File: config.mk
export PLATFORM = sky130hd
export DESIGN_NAME = thlmpq_front
export DESIGN_NICKNAME = d
export VERILOG_FILES = /design/src/sv/two_hop_label_max_product_query_core_assert.svh /design/src/sv/thlmpq_pkg.sv /design/src/sv/thlmpq_front.sv
export SDC_FILE = /design/constraint.sdc
export NUM_CORES = 1
export LEC_CHECK = 0
export BUFFER_PORTS_ARGS = -buffer_cell sky130_fd_sc_hd__buf_2
export CORE_AREA = 8 8 73 75
export DETAILED_ROUTE_END_ITERATION = 7
export DIE_AREA = 0 0 81 83
export GPL_TIMING_DRIVEN = 0
export PLACE_DENSITY = 0.82
export SYNTH_ARGS = -nofsm -noshare
export SYNTH_HDL_FRONTEND = slang
export SYNTH_SLANG_ARGS = --single-unit
File: constraint.sdc
create_clock -name clk -period 4.2 [get_ports clk]
set_input_delay 0.63 -clock clk [delete_from_list [all_inputs] [get_ports clk]]
set_output_delay 0.63 -clock clk [all_outputs]
set_load 0.05 [all_outputs]
File: src/sv/two_hop_label_max_product_query_core_assert.svh
// ----------------------------------------------------------------------------
// Two-hop label query core: assertion macros
// Shared property forms for the checks in the query core modules.
// ----------------------------------------------------------------------------
`ifndef TWO_HOP_LABEL_MAX_PRODUCT_QUERY_CORE_ASSERT_SVH
`define TWO_HOP_LABEL_MAX_PRODUCT_QUERY_CORE_ASSERT_SVH

// The consequent holds in the same cycle as the antecedent.
`define THLMPQ_ASSERT_IMPLY(lbl, clk, rst, ante, cons, msg) \
  lbl: assert property (@(posedge clk) disable iff (rst) (ante) |-> (cons)) else $error(msg);

// The consequent holds in the cycle after the antecedent.
`define THLMPQ_ASSERT_NEXT(lbl, clk, rst, ante, cons, msg) \
  lbl: assert property (@(posedge clk) disable iff (rst) (ante) |=> (cons)) else $error(msg);

`endif

File: src/sv/thlmpq_pkg.sv
// ----------------------------------------------------------------------------
// Two-hop label query core: package
// Sizes, label entry and queue command types shared by the query core.
// ----------------------------------------------------------------------------
`default_nettype none

package thlmpq_pkg;

  localparam int MAX_LABELS  = 64;
  localparam int VERTEX_BITS = 20;
  localparam int NODE_BITS   = 20;
  localparam int RANK_BITS   = 20;
  localparam int PROB_BITS   = 17;
  localparam int FRAC_BITS   = 16;

  localparam int CNT_W  = $clog2(MAX_LABELS + 1);
  localparam int ADDR_W = (MAX_LABELS > 1) ? $clog2(MAX_LABELS) : 1;

  localparam int QUEUE_DEPTH = 4;
  localparam int QPTR_W      = $clog2(QUEUE_DEPTH);
  localparam int QCNT_W      = $clog2(QUEUE_DEPTH + 1);

  localparam int IN_DATA_W  = 64;
  localparam int OUT_DATA_W = 24;

  localparam logic [PROB_BITS-1:0] PROB_ONE = PROB_BITS'(65536);

  localparam logic SEL_FWD = 1'b0;
  localparam logic SEL_BWD = 1'b1;

  typedef struct packed {
    logic [NODE_BITS-1:0] node;
    logic [RANK_BITS-1:0] rank;
    logic [PROB_BITS-1:0] prob;
  } entry_t;

  typedef struct packed {
    logic              wr_en;
    logic              wr_sel;
    logic [ADDR_W-1:0] wr_addr;
    entry_t            entry;
    logic              merge;
    logic [CNT_W-1:0]  fwd_count;
    logic [CNT_W-1:0]  bwd_count;
    logic              overflow;
  } cmd_t;

endpackage

`default_nettype wire

File: src/sv/thlmpq_front.sv
// ----------------------------------------------------------------------------
// Two-hop label query core: front end
// Accepts label items, tracks list counts and completion, and issues store
// and merge commands to the queue.
// ----------------------------------------------------------------------------
`default_nettype none

module thlmpq_front (
  input  wire logic                                clk,
  input  wire logic                                rst,
  input  wire logic                                s_tvalid,
  output logic                                     s_tready,
  // tdata: has_entry, landmark_node, landmark_rank, path_prob (lowest bit up)
  input  wire logic [thlmpq_pkg::IN_DATA_W-1:0]    s_tdata,
  // tuser: list_select
  input  wire logic                                s_tuser,
  input  wire logic                                s_tlast,
  output logic                                     q_push,
  output thlmpq_pkg::cmd_t                         q_cmd,
  input  wire logic                                q_ready
);

  localparam int NODE_LO = 1;
  localparam int RANK_LO = NODE_LO + thlmpq_pkg::NODE_BITS;
  localparam int PROB_LO = RANK_LO + thlmpq_pkg::RANK_BITS;

  logic [thlmpq_pkg::CNT_W-1:0]     fwd_count;
  logic [thlmpq_pkg::CNT_W-1:0]     bwd_count;
  logic [1:0]                       lists_done;
  logic                             overflow_seen;

  logic                             accept;
  logic                             sel;
  logic                             has;
  logic [thlmpq_pkg::PROB_BITS-1:0] prob_in;
  logic [thlmpq_pkg::CNT_W-1:0]     cur_count;
  logic                             closed;
  logic                             room;
  logic                             do_wr;
  logic                             do_ovf;
  logic [1:0]                       done_next;
  logic                             merge;
  logic [thlmpq_pkg::CNT_W-1:0]     fwd_count_next;
  logic [thlmpq_pkg::CNT_W-1:0]     bwd_count_next;
  logic                             overflow_next;

  assign s_tready = q_ready;
  assign accept   = s_tvalid && s_tready;

  always_comb begin
    sel       = s_tuser;
    has       = s_tdata[0];
    prob_in   = s_tdata[PROB_LO +: thlmpq_pkg::PROB_BITS];
    cur_count = (sel == thlmpq_pkg::SEL_BWD) ? bwd_count : fwd_count;
    closed    = lists_done[sel];
    room      = cur_count < thlmpq_pkg::CNT_W'(thlmpq_pkg::MAX_LABELS);
    do_wr     = !closed && has && room;
    do_ovf    = !closed && has && !room;
    done_next = lists_done;
    if (!closed && s_tlast) begin
      done_next[sel] = 1'b1;
    end
    merge          = (done_next == 2'b11);
    fwd_count_next = fwd_count + thlmpq_pkg::CNT_W'(do_wr && (sel == thlmpq_pkg::SEL_FWD));
    bwd_count_next = bwd_count + thlmpq_pkg::CNT_W'(do_wr && (sel == thlmpq_pkg::SEL_BWD));
    overflow_next  = overflow_seen || do_ovf;

    q_cmd.wr_en       = do_wr;
    q_cmd.wr_sel      = sel;
    q_cmd.wr_addr     = cur_count[thlmpq_pkg::ADDR_W-1:0];
    q_cmd.entry.node  = s_tdata[NODE_LO +: thlmpq_pkg::NODE_BITS];
    q_cmd.entry.rank  = s_tdata[RANK_LO +: thlmpq_pkg::RANK_BITS];
    q_cmd.entry.prob  = (prob_in > thlmpq_pkg::PROB_ONE) ? thlmpq_pkg::PROB_ONE : prob_in;
    q_cmd.merge       = merge;
    q_cmd.fwd_count   = fwd_count_next;
    q_cmd.bwd_count   = bwd_count_next;
    q_cmd.overflow    = overflow_next;
    q_push            = accept && (do_wr || merge);
  end

  always_ff @(posedge clk) begin
    if (rst) begin
      fwd_count     <= '0;
      bwd_count     <= '0;
      lists_done    <= '0;
      overflow_seen <= 1'b0;
    end else if (accept) begin
      if (merge) begin
        fwd_count     <= '0;
        bwd_count     <= '0;
        lists_done    <= '0;
        overflow_seen <= 1'b0;
      end else begin
        fwd_count     <= fwd_count_next;
        bwd_count     <= bwd_count_next;
        lists_done    <= done_next;
        overflow_seen <= overflow_next;
      end
    end
  end

endmodule

`default_nettype wire

=== Yosys cells after proc, flatten, opt, wreduce, memory -nomap -nowiden ===
Index checks and enable logic that the tools add are counted.

* Register bits: 17
* Input bits: 70
* Output and inout port bits: 83
* Word-level logic and storage cells: 37

* $lt $le $gt $ge: 4
* Reduce and logical (&&, ||, !) cells: 13
* Muxes and demuxes: 11
* Equal/unequal tests: 1
* Bitwise operators: 2
* Add/sub/neg operators: 2

{| class="wikitable"
|+ Operator list
! operator !! number
|-
| $mux W7 || 3
|-
| $gt A17 B17 Y1 const B || 1
|-
| $mux W17 || 1
|-
| $add A7 B1 Y7 || 2
|-
| $logic_and A1 B1 Y1 || 9
|-
| $lt A7 B7 Y1 const B || 1
|-
| $mux W1 || 4
|-
| $mux W2 || 2
|-
| $eq A2 B2 Y1 const B || 1
|-
| $logic_not A1 Y1 || 2
|-
| $logic_or A1 B1 Y1 || 2
|-
| $lt A1 B2 Y1 const B || 1
|-
| $or A2 B2 Y2 || 1
|-
| $demux W1 S1 || 1
|-
| $ge A1 B1 Y1 const B || 1
|-
| $not A1 Y1 || 1
|}

=== Longest topological paths before layout ===
* Depth in word-level cells: 9
* Gate-level depth with buffers: 8
* Depth with buffers taken out: 7

=== Worst setup path after synthesis ===
Ideal clock, no wire load.

* Kind: input port to output port
* Start: input port s_tuser
* End: output port q_cmd[14] (netlist name)
* Buffers on the path: 1
* Cell stages on the path: 7
* Required time: 3.570 ns
* Arrival time: 2.620 ns
* Path slack: 0.950 ns
* Cell sequence: clkbuf_1 nor4b_1 ha_1 ha_1 nand3_1 nor2_1 xor2_1

{| class="wikitable"
|+ RTL lines
! item !! line !! source
|-
| start, declared || thlmpq_front.sv:16 || <nowiki>input wire logic s_tuser,</nowiki>
|-
| end, declared || thlmpq_front.sv:19 || <nowiki>output thlmpq_pkg::cmd_t q_cmd,</nowiki>
|}

==> impl_metrics.json <==
{
  "status": "complete, no violations",
  "drc": 0,
  "routed_wl_um": 5140,
  "grt_pass1_vias": 1752,
  "core_mm2": 0.00420,
  "clk_pin_slew_ps": 70,
  "final_antenna_net_count": 0,
  "synth-edff-count": 0,
  "p_leak_nw": 1.19,
  "synthDominantCellAreaShare": 0.210,
  "clock-root-buffer": "clkbuf_8",
  "synth_commonest_cells": "buf_4 (45), dfxtp_1 (17), nor2b_1 (17)",
  "tritoncts_num_sinks": 17,
  "max-slew-margin-rel": 0.489,
  "wire_per_inst_um": 14.1,
  "postSynthAreaPerCell_um2": 7.89,
  "crit_type": "input port to primary output",
  "critPathArrivalTime_ps": 2760,
  "crit_chain": "buf_2 > clkbuf_1 > nor4b_1 > ha_1 > ha_1 > nand3_1 > nor2_1 > xor2_1 > buf_2",
  "hold_viol": 0,
  "cp-start-kind": "input port",
  "clock_latency_ps": 260,
  "max_cap_viol_count": 0,
  "worst_pin_slew_ps": 757,
  "grt-ovfl-total": 0,
  "hold_buffers": 0,
  "ir_worst_vdd_uv": 109,
  "core.rowCount": 24,
  "drt_first_pass_iters": 4,
  "cp_max_fo": 10,
  "antenna_found_initial": 0,
  "grt_max_degree": 11,
  "antenna_cells": 0,
  "fin_crit_sh": 0.807,
  "slowest_stage": "nor4b_1",
  "synth-seq-cells": 17,
  "io_buffers": 105,
  "ios": 153,
  "fin_util": 0.536,
  "critPathLaunch": "s_tuser",
  "first_iter_violations": 49,
  "syn2layout_area_growth_pct": 39.4,
  "rsz0062_at_grt": "false",
  "syn_nets": 279,
  "internal-power_w": 0.000301,
  "cts_max_level": 1,
  "die-area_mm2": 0.00672,
  "hp-class": "register to register",
  "yosysTopAreaCell": "dfxtp_1",
  "numCtsBuffers": 3,
  "p_sw_frac": 0.435,
  "synth_most_common_cell": "buf_4",
  "finalCriticalPeriod_ps": 3390,
  "fp.dieW_um": 81,
  "synth_area_mm2": 0.00162,
  "ys_seq_area_frac": 0.210,
  "clk_path_buf_depth": 2,
  "ys_warn_count": 0,
  "nNetsFinal": 389,
  "drive_gt1_frac": 0.538,
  "grt_pass1_wl_um": 7940,
  "cts_resized": 0,
  "cts_setup_buffers": 0,
  "routed_via_density": 4.70,
  "crit_buf_inv": 3,
  "yosys-top-cells-area": "dfxtp_1 (21%), buf_4 (21%), nor2b_1 (6.6%)",
  "grt_use_total": 0.143,
  "clkPwrFrac": 0.241,
  "p_switching_w": 0.000232,
  "gp_congestion": 0.826,
  "seqPwrFrac": 0.309,
  "post-dp-hpwl_um": 4390,
  "synthFlopType": "dfxtp_1",
  "fmax_mhz": 295,
  "slew_violations": 0,
  "finalSetupViolations": 0,
  "die_h_um": 83,
  "endpoint_kind": "primary output",
  "synth.distinct_cells": 44,
  "synthCells": 205,
  "fin_skew_ps": 3.77,
  "reg2reg_from": "bwd_count[6]",
  "start_util": 0.385,
  "vias": 1720,
  "total_power_w": 0.000533,
  "cpPeakStageDelay_ps": 370,
  "cts_tree": "yes",
  "pwr-share-comb": 0.450,
  "fin_tns_setup_ps": 0,
  "p_per_area_mw_per_mm2": 236,
  "async_reset_ff_frac": 0,
  "cpLargestDelayFamily": "simple AND/OR/NAND/NOR gates",
  "worst-endpoint-required_ps": 3570,
  "hold_start": "overflow_seen"
}
-- power by group through the flow --
| stage | Combinational, W | Sequential (W) | Clock (W) |
|---|---|---|---|
| floorplan | 0.000190 | 0.000168 | 0 |
| global placement | 0.000239 | 0.000168 | 0 |
| detailed placement | 0.000241 | 0.000168 | 0 |
| CTS | 0.000242 | 0.000164 | 0.000132 |
| global route | 0.000251 | 0.000165 | 0.000135 |
| finish | 0.000240 | 0.000164 | 0.000129 |
-- layout make-up --
cell class,instances,area (um^2)
fillers,419,1950
multi-input cells,129,871
repair buffers,105,526
plain buffers,56,395
flip-flops and latches,17,340
well taps,52,65.1
clock buffers,3,41.3
inverters,3,11.3
clock inverters,1,5.00
-- cell usage in the layout, fill, tap and decap left out, types with 4 or more instances in the layout --
cell type / count
buf_4: 45
nor4_1: 4
a31oi_1: 6
mux2_2: 6
dfxtp_1: 17
nand3_1: 11
nor2_1: 11
xnor2_1: 7
a21oi_1: 4
ha_1: 4
a22oi_1: 4
nand3b_1: 5
nor2b_1: 17
clkbuf_1: 8
nand2_1: 15
buf_2: 106
-- tightest hold or removal path: cells and delay by family (launching register included) --
family | cells | cell delay, ps
AO/OA/AOI/OAI | 2 | 170
flip-flops | 1 | 320
-- kinds of logic (layout without fill, tap and decap cells) --
kind of cell | count (synthesis) | after routing | share of synthesized area
adders and majority gates | 4 | 4 | 0.0309
xor gates and xnor gates | 10 | 10 | 0.0541
muxes | 6 | 6 | 0.0418
DFF | 17 | 17 | 0.210
and+or+nand+nor | 80 | 80 | 0.273
AOI/OAI and AO/OA | 29 | 29 | 0.138
buffers and inverters | 59 | 168 | 0.251
-- final timing paths --
kind / endpoint / slack (ps) / cells past startpoint
setup / recovery: q_cmd[14] / 810 / 9
hold / removal: overflow_seen / 530 / 2
setup reg to reg: bwd_count[6] / 2110 / 7
hold reg to reg: overflow_seen / 530 / 2
-- per-stage QoR --
stage	hold WS, ps	setup WS (ps)	area [um^2]	instances
after global routing	538	638	2250	366
after CTS	517	787	2250	366
after floorplan	454	950	1620	205
after detailed placement	506	790	2210	362
after global placement	465	785	2210	362
final	526	809	2250	366
-- sequential cells by signal, summed over array words and instances (netlist names) --
register / count
bwd_count: 7
fwd_count: 7
lists_done: 2
overflow_seen: 1
-- metal layers --
metal  global-route usage  vias to the layer above  wire length, um
li1                     -                      875                -
met1                0.134                      770             1870
met2                0.274                       70             2710
met3               0.0528                        5              521
met4               0.0341                        0               37
met5                    0                        -                0
Note: power is estimated with default switching activity, not from simulation.
