File: src/sv/two_hop_label_max_product_query_core_assert.svh
// ----------------------------------------------------------------------------
// Two-hop label query core: assertion macros
// Shared property forms for the checks in the query core modules.
// ----------------------------------------------------------------------------
`ifndef TWO_HOP_LABEL_MAX_PRODUCT_QUERY_CORE_ASSERT_SVH
`define TWO_HOP_LABEL_MAX_PRODUCT_QUERY_CORE_ASSERT_SVH

// The consequent holds in the same cycle as the antecedent.
`define THLMPQ_ASSERT_IMPLY(lbl, clk, rst, ante, cons, msg) \
  lbl: assert property (@(posedge clk) disable iff (rst) (ante) |-> (cons)) else $error(msg);

// The consequent holds in the cycle after the antecedent.
`define THLMPQ_ASSERT_NEXT(lbl, clk, rst, ante, cons, msg) \
  lbl: assert property (@(posedge clk) disable iff (rst) (ante) |=> (cons)) else $error(msg);

`endif

File: src/sv/thlmpq_pkg.sv
// ----------------------------------------------------------------------------
// Two-hop label query core: package
// Sizes, label entry and queue command types shared by the query core.
// ----------------------------------------------------------------------------
`default_nettype none

package thlmpq_pkg;

  localparam int MAX_LABELS  = 64;
  localparam int VERTEX_BITS = 20;
  localparam int NODE_BITS   = 20;
  localparam int RANK_BITS   = 20;
  localparam int PROB_BITS   = 17;
  localparam int FRAC_BITS   = 16;

  localparam int CNT_W  = $clog2(MAX_LABELS + 1);
  localparam int ADDR_W = (MAX_LABELS > 1) ? $clog2(MAX_LABELS) : 1;

  localparam int QUEUE_DEPTH = 4;
  localparam int QPTR_W      = $clog2(QUEUE_DEPTH);
  localparam int QCNT_W      = $clog2(QUEUE_DEPTH + 1);

  localparam int IN_DATA_W  = 64;
  localparam int OUT_DATA_W = 24;

  localparam logic [PROB_BITS-1:0] PROB_ONE = PROB_BITS'(65536);

  localparam logic SEL_FWD = 1'b0;
  localparam logic SEL_BWD = 1'b1;

  typedef struct packed {
    logic [NODE_BITS-1:0] node;
    logic [RANK_BITS-1:0] rank;
    logic [PROB_BITS-1:0] prob;
  } entry_t;

  typedef struct packed {
    logic              wr_en;
    logic              wr_sel;
    logic [ADDR_W-1:0] wr_addr;
    entry_t            entry;
    logic              merge;
    logic [CNT_W-1:0]  fwd_count;
    logic [CNT_W-1:0]  bwd_count;
    logic              overflow;
  } cmd_t;

endpackage

`default_nettype wire

File: src/sv/thlmpq_queue.sv
// ----------------------------------------------------------------------------
// Two-hop label query core: command queue
// Short first-in first-out queue of commands between front and back end.
// ----------------------------------------------------------------------------
`default_nettype none

module thlmpq_queue (
  input  wire logic             clk,
  input  wire logic             rst,
  input  wire logic             push,
  input  wire thlmpq_pkg::cmd_t push_cmd,
  output logic                  push_ready,
  input  wire logic             pop,
  output thlmpq_pkg::cmd_t      pop_cmd,
  output logic                  pop_valid
);

  thlmpq_pkg::cmd_t                  slots [thlmpq_pkg::QUEUE_DEPTH];
  logic [thlmpq_pkg::QPTR_W-1:0]     wr_ptr;
  logic [thlmpq_pkg::QPTR_W-1:0]     rd_ptr;
  logic [thlmpq_pkg::QCNT_W-1:0]     fill;

  assign push_ready = fill != thlmpq_pkg::QCNT_W'(thlmpq_pkg::QUEUE_DEPTH);
  assign pop_valid  = fill != '0;
  assign pop_cmd    = slots[rd_ptr];

  always_ff @(posedge clk) begin
    if (push) begin
      slots[wr_ptr] <= push_cmd;
    end
  end

  always_ff @(posedge clk) begin
    if (rst) begin
      wr_ptr <= '0;
      rd_ptr <= '0;
      fill   <= '0;
    end else begin
      if (push) begin
        wr_ptr <= wr_ptr + 1'b1;
      end
      if (pop) begin
        rd_ptr <= rd_ptr + 1'b1;
      end
      fill <= fill + thlmpq_pkg::QCNT_W'(push) - thlmpq_pkg::QCNT_W'(pop);
    end
  end

endmodule

`default_nettype wire

File: config.mk
export PLATFORM = sky130hd
export DESIGN_NAME = thlmpq_queue
export DESIGN_NICKNAME = d
export VERILOG_FILES = /design/src/sv/two_hop_label_max_product_query_core_assert.svh /design/src/sv/thlmpq_pkg.sv /design/src/sv/thlmpq_queue.sv
export SDC_FILE = /design/constraint.sdc
export NUM_CORES = 1
export LEC_CHECK = 0
export BUFFER_PORTS_ARGS = -buffer_cell sky130_fd_sc_hd__buf_2
export CAP_MARGIN = 10
export CORE_ASPECT_RATIO = 1.75
export CORE_MARGIN = 2
export CORE_UTILIZATION = 35
export CTS_BUF_LIST = sky130_fd_sc_hd__clkbuf_8 sky130_fd_sc_hd__clkbuf_16
export CTS_CLUSTER_DIAMETER = 80
export CTS_CLUSTER_SIZE = 20
export DETAILED_ROUTE_END_ITERATION = 10
export GPL_ROUTABILITY_DRIVEN = 0
export PLACE_DENSITY = 0.58
export SYNTH_ARGS = -nofsm -noshare
export SYNTH_HDL_FRONTEND = slang
export SYNTH_SLANG_ARGS = --single-unit
File: constraint.sdc
create_clock -name clk -period 6 [get_ports clk]
set_input_delay 0.6 -clock clk [delete_from_list [all_inputs] [get_ports clk]]
set_output_delay 0.6 -clock clk [all_outputs]
set_load 0.02 [all_outputs]
# ---- Word level (Yosys, flattened, before mapping)
# Memory sizes are Yosys's and may differ from the RTL's. A register that Yosys moved wholly into a read port is not among the register bits.
# Cells that the tools add are included.
# W data, S select, Z words.
dict set report classes {
  n_addsub 4
  eq_ne 1
  muxes 4
  n_reduce_logical 1
}
# operator count
set ops {}
lappend ops {{$add A2 B1 Y2 const B} 2}
lappend ops {{$mux W2} 2}
lappend ops {{$add A3 B1 Y3} 1}
lappend ops {{$ne A3 B3 Y1 const B} 1}
lappend ops {{$reduce_bool A3 Y1} 1}
lappend ops {{$sub A3 B1 Y3} 1}
lappend ops {{$mux W1} 2}
dict set report totals {
  regBits 7
  ramBits 324
  input_bits 85
  out_inout_bits 83
  n_memories 1
}
# name words width rd rd_ports_with_merged_regs wr line_no
set mem_list {}
lappend mem_list {slots 4 81 1 1 1 thlmpq_queue.sv:18} ;# thlmpq_pkg::cmd_t slots [thlmpq_pkg::QUEUE_DEPTH];

# ---- Depth between registers and ports, before layout
# Gate-level depths: netlist of the first run.
dict set report depth {
  word_depth 3
  ltp_mapped 8
  mapped_depth_nobuf 8
}

# ---- Worst setup path after synthesis of the first run
# No wires, ideal clock.
dict set report synth_path {
  path_kind {input to register}
  start {in push}
  end {mem slots[0][0] (netlist name) (enable)}
  arrival_time_ns 2.485
  t_required_ns 5.552
  slack_ns 3.067
  stages 1
  path_buffers 0
  cell_sequence {and2_1}
}
dict set report synth_via {
  elab_chain_len 2
}
# item line_no
set synth_lines {}
lappend synth_lines {{from (decl)} thlmpq_queue.sv:10} ;# input wire logic push,
lappend synth_lines {{$mux W1} thlmpq_queue.sv:28} ;# if (push) begin
lappend synth_lines {{$mux W1 (not written as such)} thlmpq_queue.sv:29} ;# slots[wr_ptr] <= push_cmd;
lappend synth_lines {{to (decl)} thlmpq_queue.sv:18}
# No other way between the ends.

==> results.cfg, run 1 <==
[status]
status = complete, no violations

[synth]
syn-cell-area_mm2 = 0.0122
synth_seq_area_share = 0.812
ys_ff_latch = 333
synth_nets = 558
ys_types = 21
netlist_instances = 466
syn_avg_cell_area_um2 = 26.2
synthArstFlopShare = 0
yosys_warnings = 0
ys.flop_type = edfxtp_1
synth-edff-count = 324

[floorplanning]
die_x_um = 145
coreArea_mm2 = 0.0345
die_area_mm2 = 0.0364
start_util = 0.354
ios = 168
rows = 90
die_y_um = 251

[grt]
grt_max_degree = 73
grt.total_usage = 0.129
grt_pass1_wl_um = 35600
grt_overflow_total = 0
grt_pass1_vias = 6040
antenna_found_initial = 4

[critical_path]
r2r-end = slots[0][76]$_DFFE_PP_
reg2reg_depth = 4
ff2ff_setup_slack_ns = 3.77
arrival_ns = 2.64
path_cells = buf_4 > mux4_2 > buf_2
required_ns = 5.40
worstSetupStartpointType = register
critPathCaptureType = output port
critical-path-top-delay-family = buffers and inverters
crit_type = register to output port
cpPeakStageDelay_ns = 0.65
worst-path-buf-inv = 2
r2r-start = wr_ptr[0]$_SDFFE_PP0P_
cp_max_fo = 33
cpMaxStageDelayCell = mux4_2

[clock_network]
cts_setup_buffers = 0
cts_tree = done
hold_buffers = 0
clock-sinks = 333
cts_resized = 0
cts_root_buffer = clkbuf_16
clkTransAtPathRegs_ns = 0.08
worst_skew_pair.late_latency_ns = 0.51
htree_num_levels = 1
cts_buffers = 20
clockBufferDepth = 3

[timing]
setup-violations-final = 0
fmaxAchievable_mhz = 309
finalMaxSlewViolations = 0
slew_headroom = 0.233
final_hold_viol_count = 0
period_needed_ns = 3.24
clock_skew_ns = 0.0122
rsz0062_at_grt = no
worstMarginPinSlew_ns = 1.15
fin_setup_tns_ns = 0
holdWs_ns = 0.296
fin_crit_sh = 0.539

[finish]
final_area_mm2 = 0.0141
drive_gt1_frac = 0.432
seq_area_mm2 = 0.00992
multi_input_area_mm2 = 0.00207
final_core_util = 0.408
area_delta_synth_final_pct = 15.2
layout.nets = 735
fill_cells = 3094

[detailed_routing]
drt-initial-drc-count = 282
ant_nets = 0
num_vias = 5297
drtPass1Iterations = 4
wl_per_cell_um = 20.9
drc = 0
drt-total-wl_um = 23400
vias_per_cell = 4.73

[worst_hold_path]
hold_depth = 1
holdCritPathClass = primary input to register
hold_end = slots[3][34]$_DFFE_PP_
hold_start = push_cmd[34]

[place]
portBuffers = 167
dp_hpwl_um = 14200
placed_area_mm2 = 0.0135

[power_and_ir_drop]
powerDensity_mw_per_mm2 = 327
p_leak_nw = 4.66
irDropWorstVdd_v = 0.000256
p_total_mw = 4.59

[flow_run]
drv_cap = 0
[logic make-up after synthesis]
kind of cell,share of synthesized area
DFF,0.812
muxes,0.150
buffers and inverters,0.0195
and+or+nand+nor,0.00615
adders and majority gates,0.00779
xor gates and xnor gates,0.00328
AOI/OAI and AO/OA,0.00123
[sequential cells by signal, indices dropped and copies added (netlist names), named ones only]
| register | cells |
|---|---|
| wr_ptr | 2 |
| slots | 324 |
| rd_ptr | 2 |
| fill | 3 |
[report_power, final]
part	switching (mW)	internal, mW
Sequential	0.0410	2.67
Combinational	0.322	0.224
Clock	0.699	0.637
Total	1.06	3.53
[worst max-delay path by stage]
stage                                  endpoint  slack, ns  depth (start not counted)
final                               pop_cmd[38]       2.76                          3
after global routing                pop_cmd[38]       2.54                          3
after CTS                           pop_cmd[38]       2.66                          3
after detailed placement            pop_cmd[38]       3.23                          3
after global placement              pop_cmd[38]       3.24                          3
after floorplan           slots[0][0]$_DFFE_PP_       3.07                          1
[area by class of cell]
type,count,area share
inverters,5,0.00133
well taps,460,0.0409
multi-input cells,109,0.147
repair buffers,174,0.0632
flip-flops and latches,333,0.705
diodes,2,0.000356
clock inverters,15,0.00436
clock buffers,21,0.0374
[cell usage in the layout, fill, tap and decap left out]
cell type  netlist  final
or3_1            1      1
inv_1            5     19
edfxtp_1       324    324
nor2_1           7      7
dfxtp_1          9      7
mux4_2          81     81
inv_6            0      1
ha_1             6      6
xnor2_1          2      2
nand2_1          1      1
xnor3_1          1      1
dfxtp_4          0      2
and2_4           0      4
clkbuf_16        0     21
nor2b_1          1      1
buf_2            8    167
fa_1             1      1
buf_4            0      7
a21oi_1          1      1
diode_2          0      2
nand3b_1         1      1
a21bo_2          1      1
mux2i_1          1      1
[cells in the mapped netlist (2+ instances only)]
cell,instances,area share
and2_1,4,0.0020
buf_12,8,0.013
buf_2,8,0.0033
clkbuf_1,2,0.00062
dfxtp_1,9,0.015
edfxtp_1,324,0.80
ha_1,6,0.0061
inv_1,5,0.0015
mux4_2,81,0.15
nor2_1,7,0.0022
xnor2_1,2,0.0014
[per-layer routing]
layer  track usage  part of all wire
met3        0.0238             0.043
met4        0.0409             0.021
met1         0.137              0.36
met2         0.254              0.57
met5             0            0.0012
[metrics by stage]
step | cells | setup WS [ns]
final | 1119 | 2.76
after global routing | 1118 | 2.54
after CTS | 1117 | 2.66
after detailed placement | 1081 | 3.23
after global placement | 1081 | 3.24
after floorplan | 466 | 3.07
No activity file was read; power rests on OpenSTA's default activity.
==> inputs of run 2 (changes only) <==
Clock period 6 ns to 3.15 ns, I/O delays scaled along.
==> run 2 against run 1 <==
Clock skew grew 0.0055 ns. Largest power group unchanged. Wire length grew 2.1%. Die area is the same. Sequential cell count is the same. Non-clock buffer count grew 76. First-iteration DRC count shrank 3.9%. Clock power grew 89%. Worst setup slack lost 2.1 ns. Critical path type unchanged. Total power grew 92%.
==> results.cfg, run 2 (synthesis results as in run 1) <==
[clock_network]
clock-sinks = 333
worst_skew_pair.late_latency_ns = 0.53
cts_resized = 0
hold_buffers = 72
clkTransAtPathRegs_ns = 0.09
cts_setup_buffers = 0
clockBufferDepth = 3
cts_root_buffer = clkbuf_16
htree_num_levels = 1
cts_tree = done
cts_buffers = 20

[detailed_routing]
highest_layer = met5
ant_nets = 0
drt-initial-drc-count = 271
vias_per_cell = 4.68
wl_met1_um = 8850
wl_per_cell_um = 20.1
drt-total-wl_um = 23900
route.met2.wl_um = 13600
num_vias = 5558
drtPass1Iterations = 4
drc = 0
dr_wl_met3_um = 849

[timing]
holdWs_ns = 0.0242
worstMarginPinSlew_ns = 0.625
clock_skew_ns = 0.0176
rsz0062_at_grt = no
fin_crit_sh = 0.801
fin_setup_tns_ns = 0
finalMaxSlewViolations = 0
final_hold_viol_count = 0
fmaxAchievable_mhz = 396
period_needed_ns = 2.52
setup-violations-final = 0
slew_headroom = 0.584

[floorplanning]
die_area_mm2 = 0.0364
rows = 90
coreArea_mm2 = 0.0345
ios = 168
die_y_um = 251
start_util = 0.354
die_x_um = 145

[finish]
area_delta_synth_final_pct = 21.7
largest_register_ffs = 324
final_common_cell = edfxtp_1
layout.nets = 811
final_area_mm2 = 0.0149
top_regs = slots (324), fill (3)
layout_common_cells = edfxtp_1 (324), buf_2 (167), mux4_2 (81), dlygate4sd3_1 (72), clkbuf_16 (21)
n_antenna_cell = 0
fill_cells = 3033
multi_input_area_mm2 = 0.00207
stdcell_count = 1187
top_register = slots
drive_gt1_frac = 0.396
seq_area_mm2 = 0.00992

[place]
placed_area_mm2 = 0.0136
dp_hpwl_um = 14600
portBuffers = 167
dp_cells = 1085

[critical_path]
critPathCaptureType = output port
crit_type = register to output port
arrival_ns = 2.21
worstSetupStartpointType = register
cp_max_fo = 48
required_ns = 2.83

[grt]
grt_max_degree = 49
grt_pass1_wl_um = 36400
grt.total_usage = 0.131
grt_overflow_total = 0
grt_pass1_vias = 6334
antenna_found_initial = 2

[power_and_ir_drop]
irDropWorstVdd_v = 0.000414
p_total_mw = 8.82
p_leak_nw = 4.97
powerDensity_mw_per_mm2 = 594

[flow_run]
drv_cap = 0

[worst_hold_path]
holdCritPathClass = primary input to register

[status]
status = complete, no violations
run 2: through the flow:
step	utilization	setup slack [ns]
detailed placement	0.394	1.16
CTS	0.431	0.561
finish	0.431	0.627
floorplan	-	0.274
global route	0.431	0.534
global placement	0.394	1.17
run 2: area by class of cell:
type	instances	area share
clock buffer	21	0.0354
clock inverter	9	0.00261
inverter	5	0.00126
multi-input combinational	109	0.139
sequential	333	0.667
tap	460	0.0387
timing repair buffer	250	0.115
run 2: path summary, 6_finish.rpt:
check,to,startpoint,slack [ns],depth (start not counted)
setup / recovery,pop_cmd[76],register,0.63,3
setup reg to reg,slots[0][33]$_DFFE_PP_,wr_ptr[0]$_SDFFE_PP0P_,1.28,4
hold / removal,slots[1][14]$_DFFE_PP_,push_cmd[14],0.02,1
hold reg to reg,register,rd_ptr[0]$_SDFFE_PP0P_,0.51,2
run 2: critical path, stage by stage (launching register included):
cell and delay [ns]:
dfxtp_4 0.68, buf_12 0.33, mux4_2 0.38, buf_2 0.18
run 2: report_power, final:
part,total [mW],switching (mW),internal (mW)
clock,2.53,1.33,1.20
combinational,1.14,0.636,0.501
sequential,5.15,0.0697,5.08
run 2: per-layer routing:
metal / GRT usage / vias to the layer above
met4: 0.0423 / 4
met2: 0.255 / 121
met1: 0.145 / 2923
li1: - / 2475
met3: 0.0196 / 35
met5: 0 / -
==> inputs of run 3 (changes only) <==
Clock period 3.15 ns to 2.4 ns, I/O delays scaled along.
==> run 3 against run 2 <==
Utilization increased by 0.38 points. Register-to-register slack lost 0.58 ns. First-iteration DRC count rose by 5.2%. Sequential share of layout area down 0.58 points. Wire length fell by 0.34%. Sequential cell count unchanged. Non-clock buffer count is 11 higher.
==> results.cfg, run 3 (synthesis results as in run 1) <==
[status]
status = complete, no violations

[critical_path]
required_ns = 2.16
critPathCaptureType = output port
path_cells = buf_12 > mux4_2 > buf_2
cpPeakStageDelay_ns = 0.61
arrival_ns = 2.05
cp_max_fo = 48
crit_type = register to output port
worst-path-buf-inv = 2
critical-path-top-delay-family = multiplexers
worstSetupStartpointType = register
cpMaxStageDelayCell = mux4_2

[clock_network]
worst_skew_pair.late_latency_ns = 0.51
cts_buffers = 20
clock-sinks = 333
htree_num_levels = 1
clkTransAtPathRegs_ns = 0.08
cts_tree = done
clockBufferDepth = 3
cts_root_buffer = clkbuf_16

[finish]
top_regs = slots (324), fill (3)
stdcell_count = 1198
largest_register_ffs = 324
layout_common_cells = edfxtp_1 (324), buf_2 (167), dlygate4sd3_1 (82), mux4_2 (81), clkbuf_16 (21)
final_area_mm2 = 0.0150
final_core_util = 0.435
final_common_cell = edfxtp_1
layout.nets = 822
drive_gt1_frac = 0.392
area_delta_synth_final_pct = 22.8
top_register = slots

[floorplanning]
start_util = 0.354
die_area_mm2 = 0.0364
rows = 90
die_y_um = 251
ios = 168
die_x_um = 145
coreArea_mm2 = 0.0345

[grt]
antenna_found_initial = 4
grt.total_usage = 0.130
met1_usage = 0.145
grt_pass1_vias = 6361
use_met3 = 0.0174
use_met2 = 0.253
grt_max_degree = 49
grt_overflow_total = 0
grt.busiest_layer = met2
grt_pass1_wl_um = 36400

[power_and_ir_drop]
p_int_mw = 8.93
powerDensity_mw_per_mm2 = 772
seq_power_share = 0.583
p_total_mw = 11.6
p_leak_nw = 5.02
power_frac_clock = 0.285
switchingPower_mw = 2.65
comb_power_share = 0.132
irDropWorstVdd_v = 0.000479
swShare = 0.229

[detailed_routing]
drtPass1Iterations = 8
drc = 0
wl_per_cell_um = 19.9
drt-initial-drc-count = 285
num_vias = 5642
vias_per_cell = 4.71
drt-total-wl_um = 23800
ant_nets = 0

[timing]
fin_setup_tns_ns = 0
holdWs_ns = 0.0530
period_needed_ns = 2.29
fin_ws_ns = 0.106
clock_skew_ns = 0.00985
slew_headroom = 0.723
finalMaxSlewViolations = 0
rsz0062_at_grt = no
final_hold_viol_count = 0
fin_crit_sh = 0.956
worstMarginPinSlew_ns = 0.415
setup-violations-final = 0
fmaxAchievable_mhz = 436

[place]
pre_cts_slack_ns = 0.605
portBuffers = 167
placed_area_mm2 = 0.0136
dp_cells = 1086
dp_hpwl_um = 14400

[worst_hold_path]
holdCritPathClass = primary input to register

[flow_run]
drv_cap = 0
-- run 3: changes by cell type in the layout (fill, tap and decap cells not counted) --
cell           previous run  this run
buf_12                    6         8
dlygate4sd3_1            72        82
diode_2                   0         1
buf_4                     5         4
inv_1                    13        12
-- run 3: area by class of cell --
cell class	instances	area [µm²]
fill	3037	19500
sequential	333	9920
multi-input combinational	109	2070
timing repair buffer	261	1850
tap	460	576
clock buffer	21	526
clock inverter	8	35.0
inverter	5	18.8
antenna	1	2.50
-- run 3: worst reg2reg max path, delay by kind of cell, from the launching register on --
kind,cells,cell delay [ns]
flip-flops,1,0.35
AND/OR/NAND/NOR,1,0.37
buffers and inverters,2,0.49
adder cells (fa/ha/maj),1,0.15
-- run 3: power groups by stage --
stage	Combinational, mW	Clock, mW	Sequential, mW
detailed placement	1.46	0	6.89
CTS	1.58	3.43	6.75
global placement	1.43	0	6.87
global route	1.64	3.63	6.78
finish	1.53	3.29	6.75
floorplan	0.965	0	6.86
-- run 3: repair_timing --
item | in CTS | in global routing
gates resized for setup | 0 | 0
hold endpoints to repair | 333 | 0
setup buffers | 0 | 0
hold buffers | 82 | 0
-- run 3: routing by layer --
metal | share of wire | vias up
met1 | 0.38 | 2987
met4 | 0.022 | 6
met3 | 0.033 | 33
met5 | 0.0015 | -
met2 | 0.57 | 112
li1 | - | 2504
-- run 3: final timing paths --
path / start / endpoint / slack (ns) / cells past startpoint
min: pop / register / 0.05 / 3
min reg2reg: rd_ptr[0]$_SDFFE_PP0P_ / register / 0.53 / 2
max: register / pop_cmd[11] / 0.11 / 3
max reg2reg: wr_ptr[0]$_SDFFE_PP0P_ / slots[2][33]$_DFFE_PP_ / 0.70 / 4
